--- config.mk ---
export PLATFORM = sky130hd
export DESIGN_NAME = wpd_window
export DESIGN_NICKNAME = d
export VERILOG_FILES = /design/src/hw/rtl/wpd_window.sv
export SDC_FILE = /design/constraint.sdc
export NUM_CORES = 1
export LEC_CHECK = 0
export BUFFER_PORTS_ARGS = -buffer_cell sky130_fd_sc_hd__buf_2
export CORE_MARGIN = 2
export CORE_UTILIZATION = 54
export DETAILED_ROUTE_END_ITERATION = 16
export HOLD_SLACK_MARGIN = 0.12
export PLACE_DENSITY = 0.77
export SLEW_MARGIN = 5
export SYNTH_ARGS = -nofsm -noshare
export SYNTH_HDL_FRONTEND = slang
export SYNTH_SLANG_ARGS = --single-unit
--- constraint.sdc ---
create_clock -name clk -period 2.49 [get_ports clk]
set_input_delay 0.249 -clock clk [delete_from_list [all_inputs] [get_ports clk]]
set_output_delay 0.249 -clock clk [all_outputs]
set_load 0.05 [all_outputs]
--- src/hw/rtl/wpd_window.sv ---
module wpd_window #(
  parameter int VALUE_WIDTH = 32
) (
  input  logic                          clk,
  input  logic                          shift,
  input  logic signed [VALUE_WIDTH-1:0] top,
  input  logic signed [VALUE_WIDTH-1:0] mid,
  input  logic signed [VALUE_WIDTH-1:0] sample,
  output logic signed [VALUE_WIDTH-1:0] center,
  output logic                          is_peak
);

  logic signed [VALUE_WIDTH-1:0] win [9];
  logic signed [VALUE_WIDTH-1:0] nb [8];
  logic [7:0]                    gt;

  // window slides one column left, new column enters on the right
  always_ff @(posedge clk) begin
    if (shift) begin
      win[0] <= win[1];
      win[1] <= win[2];
      win[2] <= top;
      win[3] <= win[4];
      win[4] <= win[5];
      win[5] <= mid;
      win[6] <= win[7];
      win[7] <= win[8];
      win[8] <= sample;
    end
  end

  // neighbors of the center as they stand after this shift
  always_comb begin
    nb[0] = win[1];
    nb[1] = win[2];
    nb[2] = top;
    nb[3] = win[4];
    nb[4] = mid;
    nb[5] = win[7];
    nb[6] = win[8];
    nb[7] = sample;
  end

  assign center = win[5];

  // eight parallel strict compares
  always_comb begin
    for (int k = 0; k < 8; k++) begin
      gt[k] = center > nb[k];
    end
  end

  assign is_peak = &gt;

endmodule

### Yosys cells after proc, flatten, opt, wreduce, memory -nomap -nowiden

Memories as Yosys holds them, arrays and structs flattened.
Cells that the tools add are included.

* register bits: 0
* memory bits (writable): 288
* input bits: 98
* memories: 1

* order comparisons: 8
* multiplexer cells: 2
* reductions and logical operators: 1

Memory list
* win: words 9, width 32, read ports 6, clocked after Yosys merged registers in 0, write ports 9, RTL line 13 `logic signed [VALUE_WIDTH-1:0] win [9];`

Operators with widths (count)
* $gt A32 B32 Y1: 8
* $reduce_and A8 Y1: 1
* $mux W1: 2

### Logic depth before layout (Yosys ltp)

Gate-level depths: netlist of the first run.

* word-level depth: 2
* gate-level depth with buffers: 9

### Least setup slack after synthesis of the first run

OpenSTA, ideal clock, no wires.

* path type: flip-flop to output port
* start: memory win[5][30], in the netlist win[0][190]
* end: output port is_peak
* arrival time: 3.168 ns
* slack: -0.927 ns
* cell stages (with the launch flop): 9
* buffers on the path: 0
* cells stage by stage: edfxtp_1 > ha_1 > and4_4 > nand4_4 > nor3_2 > a221o_1 > a2111oi_2 > nand4_1 > nor4_2

RTL lines
* from (decl): RTL line 13
* to (decl): RTL line 10 `output logic is_peak`

==> flow_summary.toml, run 1 <==
[sta]
tightest_slew_ns = 0.657
fin_skew_ns = 0.0109
final.period_utilization_pct = 136
layout_min_cycle_time_ns = 3.40
relSlewSlack_pct = 55.8
setup_slack_ns = -0.908
slew_viol_final = 0
rsz0062_at_grt = "true"
hold_viol_final = 0
setup_viol = 1
max_freq_ghz = 0.294

[synth]
synth_flop_cell = "edfxtp_1"
syn_area_mm2 = 0.0123
synth.distinct_cells = 51
synth_nets = 1448
synth_cells = 1094
yosysSeqAreaShare_pct = 46.8
synth_edf_count = 192
synth_warnings = 0
async_flop_share_pct = 0
ys_seq_elements = 192
syn_area_per_cell_um2 = 11.3

[finish]
layout_common_cells = "259 x inv_1, 251 x ha_1, 192 x edfxtp_1"
fin_area_mm2 = 0.0166
syn_to_final_growth_pct = 34.3
diodes = 0
fin_nets = 1888
largestRegisters = "win: 192 flops"
largest_reg_flops = 192
largest-register = "win"
final_common_cell = "inv_1"
layout-drive-gt1-share_pct = 25.5

[floorplanning]
chipWidth_um = 155
io_pins = 131
rows = 55
chipHeight_um = 155
initial_core_util_pct = 54.8
die_area_mm2 = 0.0241
core_area_mm2 = 0.0225

[setup_path]
r2r-start = "win[0][162]"
endpoint_kind = "output pin"
required_ns = 2.24
critPathLaunchType = "register"
critPathArrivalTime_ns = 3.15
rrSetupSlack_ns = 1.40
r2r_cells = 2
reg2reg_to = "win[0][130]"
critPathKind = "register to output pin"
cp_max_fo = 7

[global_route]
grt_pass1_wl_um = 55000
grt_use_total_pct = 29.7
antenna_found_initial = 0
grt_overflow = 0
first_global_vias = 10612
grt_max_degree = 57

[detailed_routing]
avgViaCountPerCell = 5.60
first_iter_violations = 755
wire_per_inst_um = 19.0
vias = 10255
drtAntennaViolNets = 0
drc = 0
dr.pass1.iters = 5
wl_um = 34900

[power_and_ir_drop]
p_seq_share_pct = 43.3
cellLeakagePower_nw = 8.28
p_sw_mw = 2.83
swShare_pct = 31.1
internal_power_mw = 6.29
p_per_area_mw_per_mm2 = 551
ir_drop_mv = 0.471
power_frac_comb_pct = 27.6
pwr-share-clk_pct = 29.1

[min_path]
hp-class = "input pin to register"
hold_path_end = "win[0][186]"
hold_start = "mid[26]"
whs_path_depth = 2

[clocking]
root_buffer = "clkbuf_16"
cts-buffers-inserted = 17
insertion_delay_ns = 0.45
ctsLongestPathBuffers = 2
clk_pin_slew_ns = 0.07
cts_tree = "yes"
htree_levels = 4
clock-sinks = 192

[run_status]
failed_checks = "negative setup slack"
status = "finished, violations left"

[place]
place_congestion = 0.886
pre_cts_ws_ns = -0.617
hpwl_um = 25600
postPlaceCellArea_mm2 = 0.0148
io_buffer_count = 130

[run]
drv_cap = 0
-- cell type report --
class / count / area, um^2
Inverter: 259 / 972
Sequential cell: 192 / 5770
Tap cell: 285 / 357
Clock buffer: 17 / 425
Timing Repair Buffer: 421 / 3140
Clock inverter: 15 / 128
Fill cell: 1426 / 5940
Multi-Input combinational cell: 643 / 5780
-- routing by layer --
layer  vias up  GRT usage [%]  share of wire (%)
li1       4859              -                  -
met3       100           5.13                6.4
met1      4886           36.0                 40
met5         -              0                  0
met4         0           13.2                4.0
met2       410           52.0                 49
-- repair_timing --
item | CTS | global route
buffers inserted | 20 | 1
gates resized for setup | 13 | 15
hold buffers | 94 | 0
endpoints found under the setup margin | 1 | 1
hold endpoints to repair | 94 | 0
pin swaps | 13 | 8
-- synthesized netlist by cell type, types with 2 or more instances --
| library cell | instances | area [um^2] |
|---|---|---|
| o22ai_1 | 2 | 12.5 |
| or4_1 | 2 | 15.0 |
| nand3_1 | 21 | 105 |
| o31ai_1 | 4 | 30.0 |
| and2_1 | 2 | 12.5 |
| a21boi_0 | 4 | 30.0 |
| a211o_1 | 2 | 17.5 |
| a32oi_1 | 2 | 17.5 |
| nand2b_1 | 2 | 12.5 |
| nor4_2 | 2 | 25.0 |
| ha_1 | 256 | 3200 |
| a211oi_1 | 7 | 52.6 |
| o21ai_0 | 20 | 100 |
| a21oi_1 | 90 | 450 |
| nand4_1 | 52 | 325 |
| and4_1 | 5 | 43.8 |
| nor2b_1 | 9 | 56.3 |
| a221o_1 | 4 | 40.0 |
| nand2_1 | 41 | 154 |
| a221oi_1 | 5 | 43.8 |
| or3_1 | 2 | 12.5 |
| a2111oi_0 | 3 | 26.3 |
| edfxtp_1 | 192 | 5770 |
| o211ai_1 | 12 | 90.1 |
| nor3_1 | 5 | 25.0 |
| o32ai_1 | 2 | 17.5 |
| a21o_1 | 34 | 255 |
| nor2_1 | 14 | 52.6 |
| and4_4 | 3 | 33.8 |
| nor4_1 | 8 | 50.1 |
| inv_1 | 259 | 972 |
| o21a_1 | 9 | 67.6 |
-- power groups by stage --
stage	logic (mW)	clock network (mW)	registers [mW]
after floorplan	1.02	0	4.19
after global placement	2.14	0	4.03
after detailed placement	2.24	0	4.04
after CTS	2.45	2.66	3.95
after global routing	2.76	2.79	3.97
final	2.52	2.66	3.95
-- stage by stage --
step | TNS, ns | hold slack [ns] | cells | power (mW) | util (%)
after floorplan | -0.555 | 0.348 | 1094 | 5.22 | -
after global placement | -0.612 | 0.432 | 1685 | 6.17 | 65.6
after detailed placement | -0.617 | 0.434 | 1685 | 6.28 | 65.6
after CTS | -0.884 | 0.135 | 1831 | 9.06 | 73.3
after global routing | -0.994 | 0.142 | 1832 | 9.52 | 73.6
final | -0.908 | 0.153 | 1832 | 9.13 | 73.6
-- worst max-delay path, cell delays in order (launching register included) --
cell	delay, ns
edfxtp_1	0.40
buf_4	0.20
buf_6	0.13
ha_1	0.30
nand4_1	0.12
nor4_2	0.61
o32ai_4	0.21
nand3_1	0.13
nand4_1	0.14
nor4_4	0.24
buf_6	0.21
-- worst max-delay path by stage --
| stage | startpoint | endpoint | slack (ns) | cells after the start |
|---|---|---|---|---|
| after floorplan | win[0][187] | is_peak | -0.55 | 6 |
| after global placement | win[0][178] | is_peak | -0.61 | 9 |
| after detailed placement | win[0][178] | is_peak | -0.62 | 9 |
| after CTS | win[0][176] | is_peak | -0.88 | 10 |
| after global routing | win[0][179] | is_peak | -0.99 | 10 |
| final | win[0][177] | is_peak | -0.91 | 10 |
-- kinds of logic (layout without fill, tap and decap cells) --
| family | Yosys count | after routing | synth area share (%) |
|---|---|---|---|
| DFF | 192 | 192 | 46.8 |
| adders and majority gates | 256 | 256 | 26.0 |
| and+or+nand+nor | 178 | 178 | 8.53 |
| buffers and inverters | 259 | 712 | 7.89 |
| AOI/OAI and AO/OA | 209 | 209 | 10.8 |
(Power assumes the default switching activity.)
==> inputs of run 2 (changes only) <==
--- a/config.mk
+++ b/config.mk
@@ -10,6 +10,7 @@
 export CORE_UTILIZATION = 54
 export DETAILED_ROUTE_END_ITERATION = 16
 export HOLD_SLACK_MARGIN = 0.12
+export MAX_ROUTING_LAYER = met4
 export PLACE_DENSITY = 0.77
 export SLEW_MARGIN = 5
 export SYNTH_ARGS = -nofsm -noshare
==> run 2 against run 1 <==
The flow still finishes with violations (negative setup slack). Via count is 1.1% higher. Highest routed layer unchanged. Largest cell class unchanged. First-iteration DRC count is 2.4% higher. Critical path type unchanged. Critical path depth stayed put. Maximum frequency is 0.60% lower. Clock skew is 0.0018 ns higher. Sequential share of layout area is 0.51 points lower. Worst hold slack worse by 0.019 ns.
==> flow_summary.toml, run 2 (synthesis gave the netlist of run 1 again) <==
[run_status]
status = "finished, violations left"
failed_checks = "negative setup slack"

[sta]
whs_ns = 0.134
fin_setup_tns_ns = -0.929
setup_viol = 1
rsz0062_at_grt = "true"
layout_min_cycle_time_ns = 3.42
max_freq_ghz = 0.293
tightest_slew_ns = 0.583
setup_slack_ns = -0.929
hold_viol_final = 0
relSlewSlack_pct = 60.9
fin_skew_ns = 0.0127
final.period_utilization_pct = 137
slew_viol_final = 0

[setup_path]
rrSetupSlack_ns = 1.44
r2r-start = "win[0][164]"
critPathKind = "register to output pin"
r2r_cells = 2
crit_slowest_cell = "edfxtp_1"
worstPathCellList = "buf_4 -> ha_1 -> buf_4 -> a21oi_1 -> a21oi_1 -> o32ai_4 -> or2_2 -> o211ai_1 -> nor4_4 -> buf_6"
critPathLaunchType = "register"
endpoint_kind = "output pin"
cp_max_fo = 4
max_stage_delay_ns = 0.48
critPathArrivalTime_ns = 3.17
required_ns = 2.24
reg2reg_to = "win[0][132]"

[detailed_routing]
vias = 10367
first_iter_violations = 773
dr.pass1.iters = 9
wl_um = 36100
avgViaCountPerCell = 5.65
drtAntennaViolNets = 0
wire_per_inst_um = 19.7
drc = 0

[min_path]
hold_start = "mid[8]"
hold_path_end = "win[0][168]"
whs_path_depth = 2
hp-class = "input pin to register"

[floorplanning]
core_area_mm2 = 0.0225
io_pins = 131
chipWidth_um = 155
die_area_mm2 = 0.0241
chipHeight_um = 155
initial_core_util_pct = 54.8
rows = 55

[clocking]
htree_levels = 4
ctsLongestPathBuffers = 2
clk_pin_slew_ns = 0.07
root_buffer = "clkbuf_16"
cts_tree = "yes"
clock-sinks = 192
cts-buffers-inserted = 17
insertion_delay_ns = 0.45

[power_and_ir_drop]
power_frac_comb_pct = 28.1
pwr-share-clk_pct = 28.8
swShare_pct = 31.4
internal_power_mw = 6.33
cellLeakagePower_nw = 8.35
ir_drop_mv = 0.439
p_sw_mw = 2.90
p_per_area_mw_per_mm2 = 550
p_seq_share_pct = 43.1

[finish]
final_common_cell = "inv_1"
largestRegisters = "win: 192 flops"
layout_common_cells = "259 x inv_1, 241 x ha_1, 192 x edfxtp_1"
fin_nets = 1892
nFillCells = 1427
diodes = 0
syn_to_final_growth_pct = 36.3
largest_reg_flops = 192
largest-register = "win"
layout-drive-gt1-share_pct = 26.4

[global_route]
first_global_vias = 10872
grt_pass1_wl_um = 56200
grt_use_total_pct = 31.7
grt_overflow = 0
antenna_found_initial = 0
grt_max_degree = 48

[place]
place_congestion = 0.899
hpwl_um = 25500
io_buffer_count = 130

[run]
drv_cap = 0
run 2: cell types whose count changed in the layout (fill, tap and decap cells not counted), moves of 3 or more:
| cell | delta |
|---|---|
| buf_6 | +12 |
| ha_1 | -10 |
| ha_4 | +10 |
| buf_4 | -8 |
| and4_1 | -3 |
run 2: metal layers:
| metal | GRT usage (%) | vias up | wire, um |
|---|---|---|---|
| met2 | 54.0 | 420 | 17900 |
| li1 | - | 4886 | - |
| met4 | 14.2 | 0 | 1590 |
| met1 | 36.3 | 4945 | 14300 |
| met3 | 6.35 | 116 | 2370 |
| met5 | - | - | 0 |
run 2: power by group through the flow:
stage | Sequential, mW | Combinational (mW) | Clock (mW)
floorplan | 4.19 | 1.02 | 0
global placement | 4.05 | 2.12 | 0
detailed placement | 4.06 | 2.22 | 0
CTS | 3.97 | 2.49 | 2.67
global route | 4.00 | 2.84 | 2.78
finish | 3.98 | 2.59 | 2.66
run 2: metrics by stage:
stage               worst slack [ns]  util (%)  total power, mW  std cells  area, um^2
floorplan                     -0.555         -             5.22       1094       12400
global placement              -0.646      65.5             6.16       1681       14700
detailed placement            -0.685      65.5             6.28       1681       14700
CTS                           -0.913      74.3             9.13       1832       16700
global route                   -1.01      74.7             9.62       1836       16800
finish                        -0.929      74.7             9.24       1836       16800
run 2: worst max path at each step:
stage / slack [ns] / from / end
2_1_floorplan: -0.55 / win[0][187] / is_peak
3_3_place_gp: -0.65 / win[0][178] / is_peak
3_5_place_dp: -0.69 / win[0][178] / is_peak
4_1_cts: -0.91 / win[0][182] / is_peak
5_1_grt: -1.01 / win[0][183] / is_peak
6_report: -0.93 / win[0][171] / is_peak
run 2: critical path: cells and delay by family, from the launching register on:
kind | cells | cell delay (ns)
compound gates | 4 | 0.87
buf+inv | 3 | 0.55
simple gates | 2 | 0.53
flops | 1 | 0.48
fa+ha+maj | 1 | 0.30
run 2: final cells by class:
class,instances,area [um^2],share of cell area [%]
inverters,259,972,5.78
repair buffers,425,3220,19.2
clock inverters,15,129,0.767
flip-flops and latches,192,5770,34.3
multi-input cells,643,5940,35.3
clock buffers,17,425,2.53
well taps,285,357,2.12
run 2: timing repair:
item / 4_1_cts / 5_1_grt
buffers inserted: 26 / 4
pin swaps: 19 / 4
gates resized for setup: 47 / 11
setup endpoints to repair: 1 / 1
endpoints found under the hold margin: 93 / 0
cloned: 0 / 0
hold buffers: 93 / 0
