===== src/hw/rtl/wpd_pkg.sv =====
package wpd_pkg;

  // register map: index taken from paddr[2]
  localparam logic [0:0] REG_MATRIX_SIZE = 1'b0;

  // report kinds
  localparam logic KIND_LOCAL   = 1'b0;
  localparam logic KIND_SUMMARY = 1'b1;

  // matrix_size register width and smallest usable size
  localparam int          SIZE_W   = 8;
  localparam logic [31:0] SIZE_MIN = 32'd3;

  // control bits carried with each result item
  typedef struct packed {
    logic kind;
    logic found;
    logic last;
  } rpt_flags_t;

endpackage


===== src/hw/rtl/wpd_result.sv =====
module wpd_result
  import wpd_pkg::*;
#(
  parameter int VALUE_WIDTH = 32,
  parameter int IDX_W       = 7
) (
  input  logic                   clk,
  input  logic                   rst,
  output logic                   load_ok,
  input  logic                   load,
  input  logic                   r0_valid,
  input  logic [VALUE_WIDTH-1:0] r0_value,
  input  logic [IDX_W-1:0]       r0_row,
  input  logic [IDX_W-1:0]       r0_col,
  input  rpt_flags_t             r0_flags,
  input  logic                   r1_valid,
  input  logic [VALUE_WIDTH-1:0] r1_value,
  input  logic [IDX_W-1:0]       r1_row,
  input  logic [IDX_W-1:0]       r1_col,
  input  rpt_flags_t             r1_flags,
  output logic                   out_valid,
  input  logic                   out_ready,
  output logic [VALUE_WIDTH-1:0] out_value,
  output logic [IDX_W-1:0]       out_row,
  output logic [IDX_W-1:0]       out_col,
  output rpt_flags_t             out_flags
);

  logic                   v0;
  logic                   v1;
  logic [VALUE_WIDTH-1:0] value0;
  logic [VALUE_WIDTH-1:0] value1;
  logic [IDX_W-1:0]       row0;
  logic [IDX_W-1:0]       row1;
  logic [IDX_W-1:0]       col0;
  logic [IDX_W-1:0]       col1;
  rpt_flags_t             flags0;
  rpt_flags_t             flags1;
  logic                   pop;

  assign out_valid = v0 | v1;
  assign pop       = out_valid & out_ready;

  // a new pair may enter once whatever is held goes out this cycle
  assign load_ok = (!v0 && !v1) || (pop && (v0 ^ v1));

  // slot 0 goes out first
  assign out_value = v0 ? value0 : value1;
  assign out_row   = v0 ? row0   : row1;
  assign out_col   = v0 ? col0   : col1;
  assign out_flags = v0 ? flags0 : flags1;

  // pair of result slots
  always_ff @(posedge clk) begin
    if (rst) begin
      v0 <= 1'b0;
      v1 <= 1'b0;
    end else if (load) begin
      v0 <= r0_valid;
      v1 <= r1_valid;
    end else if (pop) begin
      if (v0) begin
        v0 <= 1'b0;
      end else begin
        v1 <= 1'b0;
      end
    end
    if (load) begin
      value0 <= r0_value;
      row0   <= r0_row;
      col0   <= r0_col;
      flags0 <= r0_flags;
      value1 <= r1_value;
      row1   <= r1_row;
      col1   <= r1_col;
      flags1 <= r1_flags;
    end
  end

endmodule


===== config.mk =====
export PLATFORM = sky130hd
export DESIGN_NAME = wpd_result
export DESIGN_NICKNAME = d
export VERILOG_FILES = /design/src/hw/rtl/wpd_pkg.sv /design/src/hw/rtl/wpd_result.sv
export SDC_FILE = /design/constraint.sdc
export NUM_CORES = 1
export LEC_CHECK = 0
export ABC_AREA = 1
export BUFFER_PORTS_ARGS = -buffer_cell sky130_fd_sc_hd__buf_2
export CORE_MARGIN = 4
export CORE_UTILIZATION = 40
export CTS_CLUSTER_DIAMETER = 150
export DETAILED_ROUTE_END_ITERATION = 6
export PLACE_DENSITY = 0.69
export SYNTH_ARGS = -nofsm -noshare
export SYNTH_HDL_FRONTEND = slang
export SYNTH_SLANG_ARGS = --single-unit

===== constraint.sdc =====
create_clock -name clk -period 1.6 [get_ports clk]
set_clock_uncertainty 0.15 [all_clocks]
set_input_delay 0.08 -clock clk [delete_from_list [all_inputs] [get_ports clk]]
set_output_delay 0.08 -clock clk [all_outputs]
set_load 0.02 [all_outputs]

# --- Yosys cells after proc, flatten, opt, wreduce, memory -nomap -nowiden ---
# Cells that the tools add are included.
totals:
  register_bits: 100
  output_inout_bits: 51
op_classes:
  n_eq_ne: 1
  muxes: 9
  bitwise: 3
  reduce_logical: 7
ops:
  columns: ["op", "count"]
  rows:
  - ["$mux 32", 1]
  - ["$mux 7", 2]
  - ["$mux 1", 5]
  - ["$mux 3", 1]
  - ["$logic_and 1x1->1", 2]
  - ["$logic_not 1->1", 2]
  - ["$ne 2x2->1 const B", 1]
  - ["$reduce_and 2->1", 1]
  - ["$reduce_bool 2->1", 1]
  - ["$and 1x1->1", 1]
  - ["$logic_or 1x1->1", 1]
  - ["$or 1x1->1", 1]
  - ["$xor 1x1->1", 1]

# --- Longest topological paths before layout ---
# Gate-level depths: netlist (run 1).
logic_depth:
  ltp_word: 4
  depth_mapped: 8
  ltp_nobuf: 6

# --- Worst setup path after synthesis (run 1) ---
# OpenSTA, ideal clock, no wires.
synth_path:
  kind: "register to register"
  start: "reg v0"
  end: "reg v1"
  setup_time_ns: 0.119
  arrival_ns: 1.162
  t_required_ns: 1.331
  path_slack_ns: 0.169
  stages_incl_launch_ff: 9
  n_path_buf: 2
  period_less_slack_ns: 1.431
  path_cell_list: "dfxtp_1 -> buf_6 -> inv_6 -> buf_6 -> ha_1 -> inv_1 -> nand3_1 -> nand2_1 -> a21oi_1"
synth_between:
  elab_chain_len: 4
  elab_cells_between_ends: 5
  cone_classes: "eq/ne (1); bitwise (2); reduce/logical (2)"
synth_lines:
  columns: ["element", "line_no", "source"]
  rows:
  - ["start, declared", "wpd_result.sv:29", "logic v0;"]
  - ["start signal, assigned", "wpd_result.sv:59", "v0 <= r0_valid;"]
  - ["$or 1x1->1", "wpd_result.sv:41", "assign out_valid = v0 | v1;"]
  - ["named net out_valid", "wpd_result.sv:21", "output logic out_valid,"]
  - ["$and 1x1->1", "wpd_result.sv:42", "assign pop = out_valid & out_ready;"]
  - ["$reduce_bool 2->1 (no line)", null, null]
  - ["$reduce_and 2->1 (no line)", null, null]
  - ["end signal, assigned", "wpd_result.sv:60", "v1 <= r1_valid;"]
  - ["end, declared", "wpd_result.sv:30", "logic v1;"]
# The timed path passes the listed nets, and every way through them passes these cells.
# A chain may end at the register's enable or synchronous reset.

# --- Worst setup path after layout (run 1) ---
layout_path:
  start: "in load"
  end: "reg v1"
layout_between:
  elab_chain_len: 2
  elab_cells_between_ends: 4
  cone_classes: "eq/ne (1); mux (1); reduce/logical (2)"
layout_lines:
  columns: ["element", "line_no", "source"]
  rows:
  - ["start, declared", "wpd_result.sv:10", "input logic load,"]
  - ["$ne 2x2->1 (no line) / $reduce_bool 2->1 (equally long branches)", null, null]
  - ["$reduce_and 2->1 (no line)", null, null]
# Several ways; a longest one is shown, not always the timed one.

==> results_dict.tcl, run 1 <==
set metrics [dict create \
    cts.clk_slew.worst_paths_ns 0.10 \
    synth.cell_area_sq_mm 0.00373 \
    root_buffer "clkbuf_8" \
    critical_path_arrival_ns 1.70 \
    drt_wl_total_um 10200 \
    p_sw_share_pct 25.8 \
    critPathMaxFanout 6 \
    syn_to_final_growth_pct 59.2 \
    hold_violations 0 \
    fp.coreArea_sq_mm 0.00889 \
    min_period_ns 1.60 \
    path_common_cell "dlygate4sd3_1" \
    worstSetupEndpointType "flop" \
    finalCritPeriodShare_pct 100 \
    grt_usage_pct 17.7 \
    final_nets 645 \
    clockPowerShare_pct 24.9 \
    ys_ff_latch 100 \
    grt_pass1_vias 3198 \
    yosys_warnings 0 \
    die_y_um 105 \
    initial_core_util_pct 42.0 \
    num_rows 34 \
    power.internal_mw 4.15 \
    p_per_area_mw_per_mm2 941 \
    grt_first_pass_wirelength_um 15400 \
    ir_drop_v 0.000533 \
    max_slew.worst_pin.slew_ns 0.569 \
    drive_gt1_share_pct 33.3 \
    syn_avg_cell_area_sq_um 13.6 \
    grt-ovfl-total 0 \
    antenna_left 0 \
    path_buf_inv 4 \
    fmax_mhz 624 \
    hpwlAfterDp_um 5330 \
    vias_per_cell 4.58 \
    antenna_found_initial 0 \
    dieArea_sq_mm 0.0109 \
    num_vias 2983 \
    syn_nets 379 \
    drt_first_pass_iters 4 \
    ys_types 13 \
    startpoint_type "primary input" \
    io_pins 155 \
    final_core_utilization_pct 66.8 \
    path_class "in -> reg" \
    path_delay_family "buffers and inverters" \
    ys_seq_area_share_pct 80.0 \
    drc 0 \
    drv_cap 0 \
    setup_violations 1 \
    switchingPower_mw 1.44 \
    cts_made_buffers 9 \
    dpl_worst_slack_ns 0.389 \
    port_buffers 154 \
    fin_ws_ns -0.00165 \
    pwr-share-comb_pct 18.6 \
    p_leak_nw 2.66 \
    failed_checks "setup timing" \
    synth_cells 274 \
    clk_latency_ns 0.34 \
    rsz0062_at_grt "true" \
    cts_htree_levels 3 \
    clockBufferDepth 2 \
    clock-sinks 100 \
    drv_slew 0 \
    dr.first_iter.drc_count 113 \
    status "complete, but fails checks" \
    slowest_stage "dlygate4sd3_1" \
    n_fill_cell 623 \
    slew_headroom_pct 61.9 \
    avgRoutedWirePerCell_um 15.7 \
    post_cts_buffers 0 \
    n_antenna_cell 0 \
    cts_tree "done" \
    share_seq_of_total_power_pct 56.5 \
    min_path_type "in -> reg" \
    cp.required_ns 1.69 \
    finalHoldWorstSlack_ns 0.0414 \
    max_stage_delay_ns 0.63 \
    place.gp.congestion 0.690 \
    die_w_um 105 \
    grt_max_degree 51 \
    crit_chain "buf_4, dlygate4sd3_1, inv_2, o21ai_1, dlygate4sd3_1, a21oi_1" \
]
-- synthesized netlist by cell type --
cell type,n,area [sq um]
nand3_1,1,5.00
inv_6,1,8.76
edfxtp_1,98,2940
dfxtp_1,2,40.0
buf_4,4,30.0
nand2_2,1,6.26
buf_6,7,78.8
ha_1,1,12.5
a21oi_1,1,5.00
nand2_1,151,567
o21ai_0,2,10.0
inv_1,4,15.0
a21oi_2,1,8.76
-- layout by cell type, fill, tap and decap left out, types with 2 or more instances in the layout --
cell,n
edfxtp_1,98
inv_6,2
clkbuf_8,9
buf_2,137
inv_1,3
clkbuf_16,2
nand2_1,151
clkinvlp_4,2
buf_4,17
dlygate4sd3_1,104
buf_6,2
buf_12,3
-- area by class of cell --
cell class                      instances  area, sq um  area share, %
Timing Repair Buffer                  266         2010           33.9
Tap cell                              108          135           2.28
Multi-Input combinational cell        158          614           10.3
Clock inverter                          6         41.3          0.695
Sequential cell                       100         2990           50.3
Clock buffer                            9          124           2.09
Inverter                                5         23.8          0.400
-- layer usage --
metal  vias to the layer above  wire [um]  track usage, %
met2                       117       5520            33.3
met3                        15        644            5.24
met4                         0        163            6.65
met5                         -          0               0
met1                      1402       3910            18.7
li1                       1449          -               -
-- state kept, by name, summed over array words and instances, names as in the netlist --
register,count
row1,7
v0,1
value0,32
flags1,3
col1,7
row0,7
col0,7
v1,1
flags0,3
value1,32
-- what timing repair did --
item | 4_1_cts | 5_1_grt
endpoints found under the hold margin | 112 | 0
endpoints found under the setup margin | 0 | 51
resized for setup | 0 | 22
hold buffers | 104 | 0
-- worst paths after layout --
path	startpoint	end	slack, ns	depth (start not counted)
worst min-delay path	load	col1[0]	0.04	2
worst min register to register	v1	v1	0.33	2
worst max-delay path	load	v1	-0.002	6
worst max register to register	v0	v1	0.39	6
-- metrics by stage --
stage	power (mW)	setup TNS, ns	instance area, sq um	instances
after floorplan	3.61	0	3730	274
after global placement	3.96	0	4630	531
after detailed placement	3.98	0	4630	531
after CTS	5.57	0	5830	650
after global routing	5.86	-0.108	5940	652
final	5.59	-0.00165	5940	652
-- kinds of logic after synthesis --
kind of cell	count (synthesis)	synth area share, %
buffers and inverters	16	3.56
AOI/OAI and AO/OA	4	0.637
adders and majority gates	1	0.335
DFF	100	80.0
and+or+nand+nor	153	15.5
-- power by group through the flow --
stage                     Clock, mW  Combinational, mW  Sequential, mW
after floorplan                   0              0.407            3.20
after global placement            0              0.749            3.21
after detailed placement          0              0.761            3.22
after CTS                      1.45              0.961            3.16
after global routing           1.56               1.12            3.18
final                          1.39               1.04            3.16
(Power assumes the default switching activity.)
==> run 2, diff against run 1 <==
--- a/config.mk
+++ b/config.mk
@@ -12,6 +12,7 @@
 export CTS_CLUSTER_DIAMETER = 150
 export DETAILED_ROUTE_END_ITERATION = 6
 export PLACE_DENSITY = 0.69
+export REMOVE_ABC_BUFFERS = 1
 export SYNTH_ARGS = -nofsm -noshare
 export SYNTH_HDL_FRONTEND = slang
 export SYNTH_SLANG_ARGS = --single-unit
==> run 2 against run 1 <==
Compared with the run above:
- the run now ends clean
- combinational power decreased by 5%
- routed wire length fell by 3.8%
- cell area down 0.82%
- register-to-register slack barely moved
- sequential cell count did not move
- highest routed layer unchanged
==> results_dict.tcl, run 2 (synthesis results as in run 1) <==
set metrics [dict create \
    die_w_um 105 \
    final_cell_mix "nand2_1 (151), buf_2 (151), dlygate4sd3_1 (103)" \
    startpoint_type "primary input" \
    grt_first_pass_wirelength_um 15600 \
    clockBufferDepth 2 \
    clk_latency_ns 0.33 \
    max_slew.worst_pin.slew_ns 0.337 \
    num_rows 34 \
    p_leak_nw 2.64 \
    power_mw 5.80 \
    worstSetupEndpointType "flop" \
    cts_tree "done" \
    min_period_ns 1.56 \
    post_cts_buffers 0 \
    grt-ovfl-total 0 \
    dpl.cell_count 533 \
    dieArea_sq_mm 0.0109 \
    drt_first_pass_iters 6 \
    die_y_um 105 \
    ff2ff_path_depth 6 \
    critical_path_arrival_ns 1.68 \
    critPathMaxFanout 4 \
    place.gp.congestion 0.696 \
    rsz0062_at_grt "true" \
    use_met1_pct 20.6 \
    setup_violations 0 \
    n_fill_cell 657 \
    final_core_utilization_pct 66.3 \
    final_cells 650 \
    finalCritPeriodShare_pct 97.2 \
    grt_busiest_layer "met2" \
    worstReg2RegEnd "v1" \
    whs_endpoint "col1[1]" \
    avgRoutedWirePerCell_um 15.2 \
    drive_gt1_share_pct 33.2 \
    use_met2_pct 33.5 \
    cts_htree_levels 3 \
    port_buffers 154 \
    num_vias 2929 \
    min_path_type "in -> reg" \
    antenna_left 0 \
    syn_to_final_growth_pct 57.9 \
    vias_per_cell 4.51 \
    cp.required_ns 1.72 \
    r2r_start "v0" \
    fin_ws_ns 0.0448 \
    ir_drop_v 0.000557 \
    io_pins 155 \
    drc 0 \
    hpwlAfterDp_um 5640 \
    antenna_found_initial 0 \
    path_class "in -> reg" \
    slew_headroom_pct 77.5 \
    clock-sinks 100 \
    fmax_mhz 643 \
    hold_path_depth 2 \
    grt_usage_pct 18.3 \
    top_regs "value0 x32, value1 x32" \
    grt_use_met3_pct 5.12 \
    dpl_worst_slack_ns 0.234 \
    min_from "r1_col[1]" \
    tns_ns 0 \
    initial_core_util_pct 42.0 \
    hold_violations 0 \
    cts.clk_slew.worst_paths_ns 0.09 \
    n_antenna_cell 0 \
    dr.first_iter.drc_count 82 \
    root_buffer "clkbuf_8" \
    drv_cap 0 \
    grt_max_degree 51 \
    drv_slew 0 \
    fp.coreArea_sq_mm 0.00889 \
    final_nets 644 \
    grt_pass1_vias 3172 \
    drt_wl_total_um 9850 \
    status "completed" \
    cts_made_buffers 9 \
    r2r_slack_ns 0.40 \
    p_per_area_mw_per_mm2 984 \
]
-- run 2: cell types whose count changed in the layout (fill, tap and decap cells not counted), sizes merged --
cell | before | now
dlygate4sd3 | 104 | 103
clkinv | 3 | 1
clkbuf | 11 | 9
inv | 6 | 5
buf | 160 | 162
bufinv | 0 | 2
-- run 2: timing repair --
action	in CTS	in global routing
gates resized for setup	9	5
hold buffers	103	0
hold endpoints to repair	100	0
endpoints found under the setup margin	36	36
-- run 2: layout make-up --
| cell class | count | area (sq um) | area share, % |
|---|---|---|---|
| clock buffers | 9 | 124 | 2.10 |
| repair buffers | 265 | 1910 | 32.5 |
| clock inverters | 5 | 78.8 | 1.34 |
| flip-flops and latches | 100 | 2990 | 50.7 |
| well taps | 108 | 135 | 2.29 |
| inverters | 5 | 26.3 | 0.446 |
| multi-input cells | 158 | 627 | 10.6 |
-- run 2: where the power goes --
| part | switching (mW) | internal (mW) |
|---|---|---|
| Clock | 0.792 | 0.859 |
| Sequential | 0.0600 | 3.10 |
| Combinational | 0.533 | 0.454 |
-- run 2: stage by stage --
stage	area, sq um	hold WS [ns]
after detailed placement	4600	0.108
after floorplan	3620	0.0289
after global placement	4600	0.107
after global routing	5890	0.268
final	5890	0.289
after CTS	5880	0.256
-- run 2: worst max-delay path, cell delays in order --
cell and delay (ns):
dlygate4sd3_1 0.54, buf_4 0.17, inv_1 0.13, o21ai_1 0.08, dlygate4sd3_1 0.57, a21oi_1 0.11
-- run 2: worst max path at each step --
stage	startpoint	end	slack [ns]	cells past startpoint
2_1_floorplan	v0	v0	-0.77	6
3_3_place_gp	v0	out_value[31]	0.25	4
3_5_place_dp	v0	out_value[31]	0.23	4
4_1_cts	v0	out_col[6]	-0.009	5
5_1_grt	v0	out_value[31]	-0.04	5
6_report	load	v1	0.04	6
-- run 2: metal layers --
metal  share of wire [%]  vias up  wire length [um]
met5                   0        -                 0
met4                 1.5        0               150
li1                    -     1442                 -
met1                  39     1361              3860
met3                 6.2       14               611
met2                  53      112              5230
